`config.mk`:
```
export PLATFORM = sky130hd
export DESIGN_NAME = eld_descriptor_parser
export DESIGN_NICKNAME = d
export VERILOG_FILES = /design/src/eld_pkg.sv /design/src/eld_descriptor_parser.sv
export VERILOG_INCLUDE_DIRS = /design/src /design/src/src
export SDC_FILE = /design/constraint.sdc
export NUM_CORES = 1
export LEC_CHECK = 0
export BUFFER_PORTS_ARGS = -buffer_cell sky130_fd_sc_hd__buf_2
export CAP_MARGIN = 20
export CORE_UTILIZATION = 40
export CTS_CLUSTER_SIZE = 16
export DETAILED_ROUTE_END_ITERATION = 8
export GPL_TIMING_DRIVEN = 0
export SETUP_SLACK_MARGIN = 0.02
export SLEW_MARGIN = 20
export SYNTH_ARGS = -nofsm -noshare
export SYNTH_HDL_FRONTEND = slang
export SYNTH_SLANG_ARGS = --single-unit
```
`constraint.sdc`:
```
create_clock -name clock -period 5.65 [get_ports clock]
set_input_delay 0.8475 -clock clock [delete_from_list [all_inputs] [get_ports clock]]
set_output_delay 0.8475 -clock clock [all_outputs]
set_load 0.005 [all_outputs]
```
`src/eld_descriptor_parser_macros.svh`:
```
// Assertion macros shared by the ELD descriptor parser RTL.
`ifndef ELD_DESCRIPTOR_PARSER_MACROS_SVH
`define ELD_DESCRIPTOR_PARSER_MACROS_SVH

// Same-cycle implication, checked on every rising clock edge outside reset.
`define ELD_ASSERT_NOW(label, clk, rst, ante, cons, msg) \
   label: assert property (@(posedge clk) disable iff (rst) (ante) |-> (cons)) \
      else $error(msg);

// Next-cycle implication, checked on every rising clock edge outside reset.
`define ELD_ASSERT_NEXT(label, clk, rst, ante, cons, msg) \
   label: assert property (@(posedge clk) disable iff (rst) (ante) |=> (cons)) \
      else $error(msg);

`endif

```
`src/eld_pkg.sv`:
```
// Types and constants of the ELD descriptor parser.
`default_nettype none

package eld_pkg;

   localparam int MAX_NAME_LEN = 16;
   localparam int FIXED_BYTES  = 20;

   localparam int REQ_DATA_W = 8;
   localparam int RSP_DATA_W = 120;
   localparam int RSP_USER_W = 3;

   // Record kinds.
   localparam logic [2:0] KIND_SAD    = 3'd0;
   localparam logic [2:0] KIND_HEADER = 3'd1;
   localparam logic [2:0] KIND_PORT   = 3'd2;
   localparam logic [2:0] KIND_VENDOR = 3'd3;
   localparam logic [2:0] KIND_STATUS = 3'd4;

   // Status and error codes.
   localparam logic [1:0] STAT_OK        = 2'd0;
   localparam logic [1:0] STAT_BAD_VER   = 2'd1;
   localparam logic [1:0] STAT_NAME_LEN  = 2'd2;
   localparam logic [1:0] STAT_TRUNCATED = 2'd3;

   // Accepted ELD versions.
   localparam logic [4:0] VER_CEA861 = 5'd2;
   localparam logic [4:0] VER_PARTIAL = 5'd31;

   // SAD coding types with special decoding.
   localparam logic [3:0] FMT_LPCM     = 4'd1;
   localparam logic [3:0] FMT_COMP_LO  = 4'd2;
   localparam logic [3:0] FMT_COMP_HI  = 4'd8;
   localparam logic [3:0] FMT_WMAPRO   = 4'd14;
   localparam logic [3:0] FMT_EXTENDED = 4'd15;
   localparam logic [4:0] EXT_FIRST    = 5'd1;
   localparam logic [4:0] EXT_LAST     = 5'd3;
   localparam logic [4:0] EXT_OFFSET   = 5'd14;

   localparam logic [20:0] BITRATE_UNIT = 21'd8000;
   localparam logic [15:0] SPK_ALL      = 16'hFFFF;

   // Special byte positions.
   localparam logic [7:0] POS_VERSION = 8'd0;
   localparam logic [7:0] POS_NAMELEN = 8'd4;
   localparam logic [7:0] POS_SADCNT  = 8'd5;
   localparam logic [7:0] POS_HEADER  = 8'd7;
   localparam logic [7:0] POS_ID_LO   = 8'd8;
   localparam logic [7:0] POS_PORT_ID = 8'd15;
   localparam logic [7:0] POS_VENDOR  = 8'(FIXED_BYTES - 1);
   localparam logic [7:0] POS_SAD     = 8'(FIXED_BYTES);
   localparam logic [7:0] POS_MAX     = 8'd255;

   typedef struct packed {
      logic [2:0]  record_kind;
      logic [1:0]  status;
      logic [3:0]  sad_index;
      logic [4:0]  coding_format;
      logic [3:0]  channels;
      logic [6:0]  rate_mask;
      logic [2:0]  sample_size_mask;
      logic [20:0] peak_bitrate;
      logic [2:0]  profile;
      logic [63:0] info_word;
      logic        last_out;
   } rsp_record_type;

   localparam int FIFO_DEPTH = 4;
   localparam int FIFO_AW    = $clog2(FIFO_DEPTH);

endpackage

`default_nettype wire

```
`src/eld_descriptor_parser.sv`:
```
// Top level of the ELD descriptor parser: byte decoder and result queue.
//
//   channel | direction | payload
//   req_    | in        | tdata[7:0] ELD byte, tlast final byte of the buffer
//   rsp_    | out       | tuser record kind, tdata record fields, tlast final status
//
// Each byte is decoded in the cycle it is accepted and its records are
// written straight into a four-word result queue, so a byte can be taken
// every cycle. A byte yields at most two words (a record and the status);
// req_tready is high while the queue has room for two. Reset is synchronous
// and clears position, counters, error and the queue. A stalled rsp_ side
// backs up into req_tready once more than two words wait in the queue.
`default_nettype none

`include "eld_descriptor_parser_macros.svh"

module eld_descriptor_parser (
   input  wire                              clock,
   input  wire                              reset,
   input  wire                              req_tvalid,
   output logic                             req_tready,
   // eld_byte[7:0]
   input  wire  [eld_pkg::REQ_DATA_W-1:0]   req_tdata,
   input  wire                              req_tlast,
   output logic                             rsp_tvalid,
   input  wire                              rsp_tready,
   // status[1:0] sad_index[5:2] coding_format[10:6] channels[14:11]
   // rate_mask[21:15] sample_size_mask[24:22] peak_bitrate[45:25]
   // profile[48:46] info_word[112:49] zero fill[119:113]
   output logic [eld_pkg::RSP_DATA_W-1:0]   rsp_tdata,
   // record_kind[2:0]
   output logic [eld_pkg::RSP_USER_W-1:0]   rsp_tuser,
   output logic                             rsp_tlast
);
   import eld_pkg::*;

   // Parser state.
   logic [7:0]  pos_ff, pos_in;
   logic [4:0]  nl_ff, nl_in;
   logic [3:0]  cnt_ff, cnt_in;
   logic [3:0]  done_ff, done_in;
   logic [1:0]  phase_ff, phase_in;
   logic [1:0]  err_ff, err_in;
   logic [63:0] id_ff, id_in;
   logic [7:0]  hdr_ff [8];
   logic [7:0]  sad_ff [2];

   // Result queue.
   rsp_record_type           fifo_ff [FIFO_DEPTH];
   logic [FIFO_AW-1:0]       wr_ptr_ff, wr_ptr_in, rd_ptr_ff, rd_ptr_in;
   logic [FIFO_AW:0]         count_ff, count_in;

   logic           accept, pop;
   logic [7:0]     b;
   logic [7:0]     rel;
   logic           sad_act;
   logic           has_rec;
   logic [1:0]     push_n;
   logic [1:0]     final_stat;
   logic [6:0]     need;
   logic [3:0]     fmt;
   logic [4:0]     ext;
   logic [15:0]    spk;
   logic [63:0]    hdr_word;
   rsp_record_type rec, stat_rec, first_rec;

   assign accept = req_tvalid && req_tready;
   assign pop    = rsp_tvalid && rsp_tready;
   assign b      = req_tdata;
   assign rel    = pos_ff - POS_SAD;

   assign req_tready = (count_ff <= (FIFO_AW+1)'(FIFO_DEPTH - 2));
   assign rsp_tvalid = (count_ff != '0);
   assign rsp_tuser  = fifo_ff[rd_ptr_ff].record_kind;
   assign rsp_tlast  = fifo_ff[rd_ptr_ff].last_out;
   assign rsp_tdata  = {7'd0,
                        fifo_ff[rd_ptr_ff].info_word,
                        fifo_ff[rd_ptr_ff].profile,
                        fifo_ff[rd_ptr_ff].peak_bitrate,
                        fifo_ff[rd_ptr_ff].sample_size_mask,
                        fifo_ff[rd_ptr_ff].rate_mask,
                        fifo_ff[rd_ptr_ff].channels,
                        fifo_ff[rd_ptr_ff].coding_format,
                        fifo_ff[rd_ptr_ff].sad_index,
                        fifo_ff[rd_ptr_ff].status};

   // Header word; byte 7 is the byte arriving now.
   always_comb begin
      spk = (b[6:0] == 7'd0) ? SPK_ALL : {9'd0, b[6:0]};
      hdr_word = {15'd0, hdr_ff[2], spk, hdr_ff[6], 1'b0, hdr_ff[5][7:4],
                  hdr_ff[5][3:2], hdr_ff[5][1], hdr_ff[5][0], hdr_ff[4][7:5],
                  hdr_ff[0][7:3]};
   end

   // Byte decoding and next state.
   always_comb begin
      pos_in   = pos_ff;
      nl_in    = nl_ff;
      cnt_in   = cnt_ff;
      done_in  = done_ff;
      phase_in = phase_ff;
      err_in   = err_ff;
      id_in    = id_ff;
      has_rec  = 1'b0;
      rec      = '0;
      fmt      = sad_ff[0][6:3];
      ext      = b[7:3];
      sad_act  = (pos_ff >= POS_SAD) && (rel >= {3'd0, nl_ff}) && (done_ff < cnt_ff);

      if (pos_ff < POS_ID_LO) begin
         if (pos_ff == POS_VERSION) begin
            if (b[7:3] != VER_CEA861 && b[7:3] != VER_PARTIAL && err_ff == STAT_OK) begin
               err_in = STAT_BAD_VER;
            end
         end else if (pos_ff == POS_NAMELEN) begin
            nl_in = b[4:0];
            if (b[4:0] > 5'(MAX_NAME_LEN) && err_ff == STAT_OK) begin
               err_in = STAT_NAME_LEN;
            end
         end else if (pos_ff == POS_SADCNT) begin
            cnt_in = b[7:4];
         end else if (pos_ff == POS_HEADER && err_ff == STAT_OK) begin
            has_rec = 1'b1;
            rec.record_kind = KIND_HEADER;
            rec.info_word = hdr_word;
         end
      end else if (pos_ff < POS_SAD) begin
         id_in = {b, id_ff[63:8]};
         if (pos_ff == POS_PORT_ID && err_ff == STAT_OK) begin
            has_rec = 1'b1;
            rec.record_kind = KIND_PORT;
            rec.info_word = id_in;
         end else if (pos_ff == POS_VENDOR && err_ff == STAT_OK) begin
            has_rec = 1'b1;
            rec.record_kind = KIND_VENDOR;
            rec.info_word = {32'd0, id_in[63:32]};
         end
      end else if (sad_act) begin
         // The phase counter tracks the byte within the current SAD.
         if (phase_ff == 2'd2) begin
            phase_in = 2'd0;
            done_in  = done_ff + 4'd1;
            if (err_ff == STAT_OK) begin
               has_rec = 1'b1;
               rec.record_kind = KIND_SAD;
               rec.sad_index = done_ff;
               rec.channels = {1'b0, sad_ff[0][2:0]} + 4'd1;
               rec.rate_mask = sad_ff[1][6:0];
               rec.coding_format = {1'b0, fmt};
               if (fmt == FMT_LPCM) begin
                  rec.sample_size_mask = b[2:0];
               end else if (fmt >= FMT_COMP_LO && fmt <= FMT_COMP_HI) begin
                  rec.peak_bitrate = {13'd0, b} * BITRATE_UNIT;
               end else if (fmt == FMT_WMAPRO) begin
                  rec.profile = b[2:0];
               end else if (fmt == FMT_EXTENDED) begin
                  rec.coding_format = (ext >= EXT_FIRST && ext <= EXT_LAST) ?
                                      ext + EXT_OFFSET : 5'd0;
               end
            end
         end else begin
            phase_in = phase_ff + 2'd1;
         end
      end

      if (pos_ff != POS_MAX) begin
         pos_in = pos_ff + 8'd1;
      end

      need = 7'(FIXED_BYTES) + {2'd0, nl_in} + {2'd0, cnt_in, 1'b0} + {3'd0, cnt_in};
      final_stat = err_in;
      if (err_in == STAT_OK && pos_in < {1'b0, need}) begin
         final_stat = STAT_TRUNCATED;
      end
      stat_rec = '0;
      stat_rec.record_kind = KIND_STATUS;
      stat_rec.status = final_stat;
      stat_rec.last_out = 1'b1;

      first_rec = has_rec ? rec : stat_rec;
      push_n = accept ? ({1'b0, has_rec} + {1'b0, req_tlast}) : 2'd0;

      if (accept && req_tlast) begin
         pos_in   = '0;
         nl_in    = '0;
         cnt_in   = '0;
         done_in  = '0;
         phase_in = '0;
         err_in   = STAT_OK;
         id_in    = '0;
      end else if (!accept) begin
         pos_in   = pos_ff;
         nl_in    = nl_ff;
         cnt_in   = cnt_ff;
         done_in  = done_ff;
         phase_in = phase_ff;
         err_in   = err_ff;
         id_in    = id_ff;
      end

      wr_ptr_in = wr_ptr_ff + FIFO_AW'(push_n);
      rd_ptr_in = rd_ptr_ff + FIFO_AW'(pop);
      count_in  = count_ff + (FIFO_AW+1)'(push_n) - (FIFO_AW+1)'(pop);
   end

   always_ff @(posedge clock) begin
      if (reset) begin
         pos_ff    <= '0;
         nl_ff     <= '0;
         cnt_ff    <= '0;
         done_ff   <= '0;
         phase_ff  <= '0;
         err_ff    <= STAT_OK;
         id_ff     <= '0;
         wr_ptr_ff <= '0;
         rd_ptr_ff <= '0;
         count_ff  <= '0;
      end else begin
         pos_ff    <= pos_in;
         nl_ff     <= nl_in;
         cnt_ff    <= cnt_in;
         done_ff   <= done_in;
         phase_ff  <= phase_in;
         err_ff    <= err_in;
         id_ff     <= id_in;
         wr_ptr_ff <= wr_ptr_in;
         rd_ptr_ff <= rd_ptr_in;
         count_ff  <= count_in;
      end
   end

   // Payload storage, no reset needed.
   always_ff @(posedge clock) begin
      if (accept && pos_ff < POS_ID_LO) begin
         hdr_ff[pos_ff[2:0]] <= b;
      end
      if (accept && pos_ff >= POS_SAD && sad_act && phase_ff != 2'd2) begin
         sad_ff[phase_ff[0]] <= b;
      end
      if (push_n != 2'd0) begin
         fifo_ff[wr_ptr_ff] <= first_rec;
      end
      if (push_n == 2'd2) begin
         fifo_ff[wr_ptr_ff + FIFO_AW'(1)] <= stat_rec;
      end
   end

   `ELD_ASSERT_NOW(a_queue_bound, clock, reset, 1'b1,
      count_ff <= (FIFO_AW+1)'(FIFO_DEPTH), "result queue overflow")
   `ELD_ASSERT_NOW(a_sad_count, clock, reset, 1'b1,
      done_ff <= cnt_ff, "more SADs decoded than announced")
   `ELD_ASSERT_NEXT(a_restart, clock, reset, accept && req_tlast,
      pos_ff == 8'd0 && err_ff == STAT_OK && done_ff == 4'd0, "parser not reset after final byte")
   `ELD_ASSERT_NEXT(a_err_sticky, clock, reset, err_ff != STAT_OK && !(accept && req_tlast),
      err_ff == $past(err_ff), "error code changed before end of buffer")

endmodule

`default_nettype wire
```
After elaboration in Yosys (flattened, before gate mapping)
Memory sizes are Yosys's and may differ from the RTL's. A register that Yosys moved wholly into a read port is not among the register bits.
Cells that the tools add are included.
{"block": "classes", "addsub": 15, "n_mul": 1, "order_cmp": 12, "n_eq_ne": 14, "mux": 69, "n_bitwise": 2, "reduce_logical": 28}
{"op": "47-bit 2-to-1 mux", "count": 5}
{"op": "49-bit 2-to-1 mux", "count": 4}
{"op": "64-bit 2-to-1 mux", "count": 3}
{"op": "117-bit 2-to-1 mux", "count": 1}
{"op": "5-bit 2-to-1 mux", "count": 8}
{"op": "32-bit 2-to-1 mux", "count": 1}
{"op": "8-bit by 3-bit == test with 1-bit output, second input constant", "count": 3}
{"op": "24-bit 2-to-1 mux", "count": 1}
{"op": "1-bit 2-to-1 mux", "count": 23}
{"op": "2-bit 2-to-1 mux", "count": 11}
{"op": "21-bit 2-to-1 mux", "count": 1}
{"op": "1-bit logical AND", "count": 18}
{"op": "16-bit 2-to-1 mux", "count": 1}
{"op": "4-bit 2-to-1 mux", "count": 4}
{"op": "8-bit by 7-bit multiplier with 15-bit output, second input constant", "count": 1}
{"op": "3-bit 2-to-1 mux", "count": 5}
{"op": "8-bit by 1-bit adder with 8-bit output, second input constant", "count": 1}
{"op": "4-bit == test, second input constant", "count": 2}
{"op": "8-bit by 4-bit == test with 1-bit output, second input constant", "count": 1}
{"op": "8-bit by 5-bit == test with 1-bit output, second input constant", "count": 1}
{"op": "8-bit by 5-bit greater-or-equal comparator with 1-bit output", "count": 1}
{"op": "8-bit by 5-bit greater-or-equal comparator with 1-bit output, second input constant", "count": 1}
{"op": "8-bit zero test", "count": 1}
{"op": "8-bit by 4-bit < comparator with 1-bit output, second input constant", "count": 1}
{"op": "38 further kinds", "count": 42}
{"block": "word_totals", "reg_bits": 96, "ram_bits": 548, "input_bits": 13, "output_inout_bits": 126, "elab_cells": 154, "mem_count": 3}
{"memory": "fifo_ff", "depth": 4, "width": 117, "read_ports": 1, "rd_ports_with_merged_regs": 1, "wr": 2, "line": "eld_descriptor_parser.sv:49", "text": "rsp_record_type fifo_ff [FIFO_DEPTH];"}
{"memory": "hdr_ff", "depth": 8, "width": 8, "read_ports": 5, "rd_ports_with_merged_regs": 0, "wr": 1, "line": "eld_descriptor_parser.sv:45", "text": "logic [7:0] hdr_ff [8];"}
{"memory": "sad_ff", "depth": 2, "width": 8, "read_ports": 2, "rd_ports_with_merged_regs": 0, "wr": 1, "line": "eld_descriptor_parser.sv:46", "text": "logic [7:0] sad_ff [2];"}

Depth between registers and ports, before layout
{"block": "logic_depth", "word_depth": 13, "depth_mapped": 22}

Least setup slack after synthesis
OpenSTA, ideal clock, no wires.
{"block": "synth_path", "path_kind": "in2reg", "from": "input req_tdata[3] in the netlist's numbering", "to": "memory fifo_ff[0][88] in the netlist's numbering", "setup_ns": 0.117, "t_arrival_ns": 4.766, "required_time_ns": 5.533, "path_slack_ns": 0.767, "stages": 16, "n_path_buf": 1, "cell_sequence": "clkbuf_1 > inv_1 > fa_1 > fa_1 > inv_1 > fa_1 > inv_1 > fa_1 > inv_1 > ha_1 > or2_2 > a211oi_1 > nor2_1 > a21oi_1 > xnor2_1 > a22o_1"}
{"element": "start: declaration", "line": "eld_descriptor_parser.sv:23", "text": "input wire [eld_pkg::REQ_DATA_W-1:0] req_tdata,"}
{"element": "end: declaration", "line": "eld_descriptor_parser.sv:49"}

==> metrics.yaml <==
sta:
  slew_headroom: 0.191
  setup-violations-final: 0
  finalCriticalPeriod_ns: 5.39
  max_freq_ghz: 0.185
  setup_tns_ns: 0
  final-max-slew-violation-count: 0
  hold_viol: 0
  worst_slew_pin_slew_ns: 1.21
  post-route-period-util: 0.954
  rsz0062_at_grt: "false"
  clock_skew_ns: 0.0262
routing:
  drt.antenna.violating_nets: 0
  num_vias: 19339
  routed_wirelength_mm: 77.9
  routed_via_density: 5.84
  dr.first_iter.drc_count: 1739
  drc: 0
  drtPass1Iterations: 8
  route.detailed.wl_per_inst_microns: 23.5
worst_setup_path:
  r2r_start: "pos_ff[2]"
  worstPathRequired_ns: 6.11
  endpoint_kind: "flop"
  cp_max_fo: 10
  rrSetupSlack_ns: 0.26
  arrival_ns: 5.85
  reg2reg_to: "fifo_ff[1][112]"
  criticalPathCategory: "reg2reg"
  reg2reg_depth: 20
  setup.worst_path.start_class: "flop"
floorplan:
  start_util: 0.404
  dieArea_sq_um: 62000
  ioPinCount: 139
  fp-row-count: 90
  die_h_microns: 249
  coreArea_sq_um: 60400
  die_w_microns: 249
clocking:
  clock_sinks: 574
  htree_levels: 2
  cts.clk_slew.worst_paths_ns: 0.07
  cts_tree: "built"
  cts-root-buf: "clkbuf_16"
  clock_latency_ns: 0.64
  ctsLongestPathBuffers: 3
  cts_buffers: 57
  hold_buffers: 0
  post-cts-setup-buffer-count: 0
min_path:
  hold_path_class: "reg2reg"
  min_delay_worst_endpoint: "fifo_ff[3][99]"
  min_from: "fifo_ff[3][99]"
  hold_path_depth: 2
status:
  outcome: "completed"
synthesis:
  synth_ff_type: "dfxtp_1"
  netlist_top_cells_area: "dfxtp_1 43%, mux4_2 10%, a22o_1 6.7%"
  ys_async_sr_fraction: 0
  synth_cells: 2291
  synth_edf_count: 54
  synth.top_cell.area_share: 0.426
  ys_ff_latch: 574
  synth_top_cell_by_area: "dfxtp_1"
  syn_area_sq_um: 24400
  avgSynthCellArea_sq_um: 10.7
  ys.warnings.count: 0
  ys_seq_area_frac: 0.493
  synth.distinct_cells: 65
global_routing:
  grt_usage: 0.249
  grt_max_degree: 16
  grt_pass1_vias: 18813
  grt_pass1_wl_mm: 117
  overflow: 0
  antenna_found_initial: 1
placed_design:
  place_area_sq_um: 26100
  routabilityCongestion: 0.938
  dp_hpwl_mm: 56.5
  io_buffers: 125
layout:
  most-common-layout-cells: "519 x dfxtp_1, 345 x nand2_1, 186 x a22o_1, 181 x o21ai_0, 140 x buf_2"
  design_area_sq_um: 28100
  areaGrowthSynthToFinish_pct: 15.3
  drive_gt1_frac: 0.162
  nets: 2606
  final_common_cell: "dfxtp_1"
  num_antenna_cells: 0
pwr:
  ir_drop_v: 0.000323
  p_leak_nw: 10.5
  power_mw: 10.2
  power.density_nw_per_um2: 362
job:
  cap_violations: 0
-- how the worst max path moves through the flow --
| stage | from | end | slack [ns] | cells past startpoint |
|---|---|---|---|---|
| finish | pos_ff[2] | fifo_ff[1][112] | 0.26 | 20 |
| detailed placement | req_tdata[4] | fifo_ff[1][84] | -0.70 | 17 |
| floorplan | req_tdata[3] | fifo_ff[0][88] | 0.77 | 16 |
| global route | pos_ff[2] | fifo_ff[1][112] | 0.03 | 20 |
| CTS | pos_ff[2] | fifo_ff[2][113] | 0.06 | 18 |
| global placement | req_tdata[4] | fifo_ff[2][87] | -0.65 | 18 |
-- stage by stage --
stage	worst slack, ns	cells	util	hold slack, ns
after global placement	-0.647	3210	0.432	0.428
after floorplan	0.767	2303	-	0.420
after detailed placement	-0.701	3212	0.432	0.437
final	0.258	3312	0.466	0.444
after global routing	0.0313	3312	0.466	0.471
after CTS	0.0604	3318	0.466	0.451
-- layout make-up --
class,instances,area (sq um)
fillers,5601,32200
flip-flops and latches,574,12000
multi-input cells,1471,11500
clock buffers,84,1710
well taps,782,978
plain buffers,175,758
repair buffers,127,641
inverters,75,282
clock inverters,24,278
-- logic make-up (layout without fill, tap and decap cells) --
group           count (synthesis)  count (layout)  synth area share
compound gates                642             642             0.183
xor+xnor                       28              28            0.0100
fa+ha+maj                     112             112            0.0657
buf+inv                       258             485            0.0434
flops                         574             574             0.493
mux                           125             125             0.108
other cells                     1              13          0.000154
simple gates                  551             551            0.0973
-- synth_stat cells, types with 3 or more instances --
cell type,count
nand3_1,28
xnor2_1,22
a222oi_1,7
fa_1,27
or3_1,3
a22o_1,186
a22oi_1,33
buf_1,31
nor2_1,90
mux2i_1,12
o21ai_0,181
a32o_1,22
buf_2,15
edfxtp_1,54
nand2_1,346
nor3b_1,3
o21ai_1,3
nor2b_1,11
a21oi_1,113
buf_4,15
o21a_1,8
mux2_2,3
or2_2,8
nand2b_1,5
dfxtp_1,520
xor2_1,6
or4_1,4
and2_1,3
a21o_1,4
mux4_2,110
a211oi_1,13
nor3_4,3
ha_1,85
clkbuf_1,119
nand4_1,9
nor4_1,7
and3_1,3
o2bb2ai_1,53
inv_1,75
nor3_1,17
-- critical path, cell delays in order (launching register included) --
cell      delay (ns)
dfxtp_2         0.45
inv_1           0.21
ha_1            0.31
nor4_1          0.23
nand4_1         0.24
clkbuf_2        0.25
nor2_1          0.11
a21oi_1         0.09
fa_1            0.45
fa_1            0.55
inv_1           0.05
ha_1            0.22
fa_1            0.47
xnor2_1         0.23
ha_1            0.27
o21a_1          0.17
o21ai_0         0.21
nor2_1          0.09
a21oi_2         0.23
a31oi_4         0.18
a21oi_1         0.22
-- repair_timing --
action	CTS	global route
hold endpoints to repair	0	0
endpoints found under the setup margin	122	121
resized for setup	10	13
-- per-layer routing --
metal	GRT usage	vias to the layer above	wire length (microns)
li1	-	8700	-
met1	0.347	9704	33800
met2	0.386	802	35500
met3	0.0412	133	5850
met4	0.0968	0	2780
met5	0	-	0
-- power by group --
group          total, mW  switching [mW]  internal (mW)
Clock               3.99            1.66           2.33
Combinational       1.99            1.28          0.707
Sequential          4.21          0.0432           4.17
Total               10.2            2.98           7.20
-- sequential cells by signal, summed over array words and instances (netlist names), 3 cells and up --
name,flops
done_ff,4
count_ff,3
id_ff,56
sad_ff,14
pos_ff,8
nl_ff,5
hdr_ff,32
cnt_ff,4
fifo_ff,440
No activity file was read; power rests on OpenSTA's default activity.
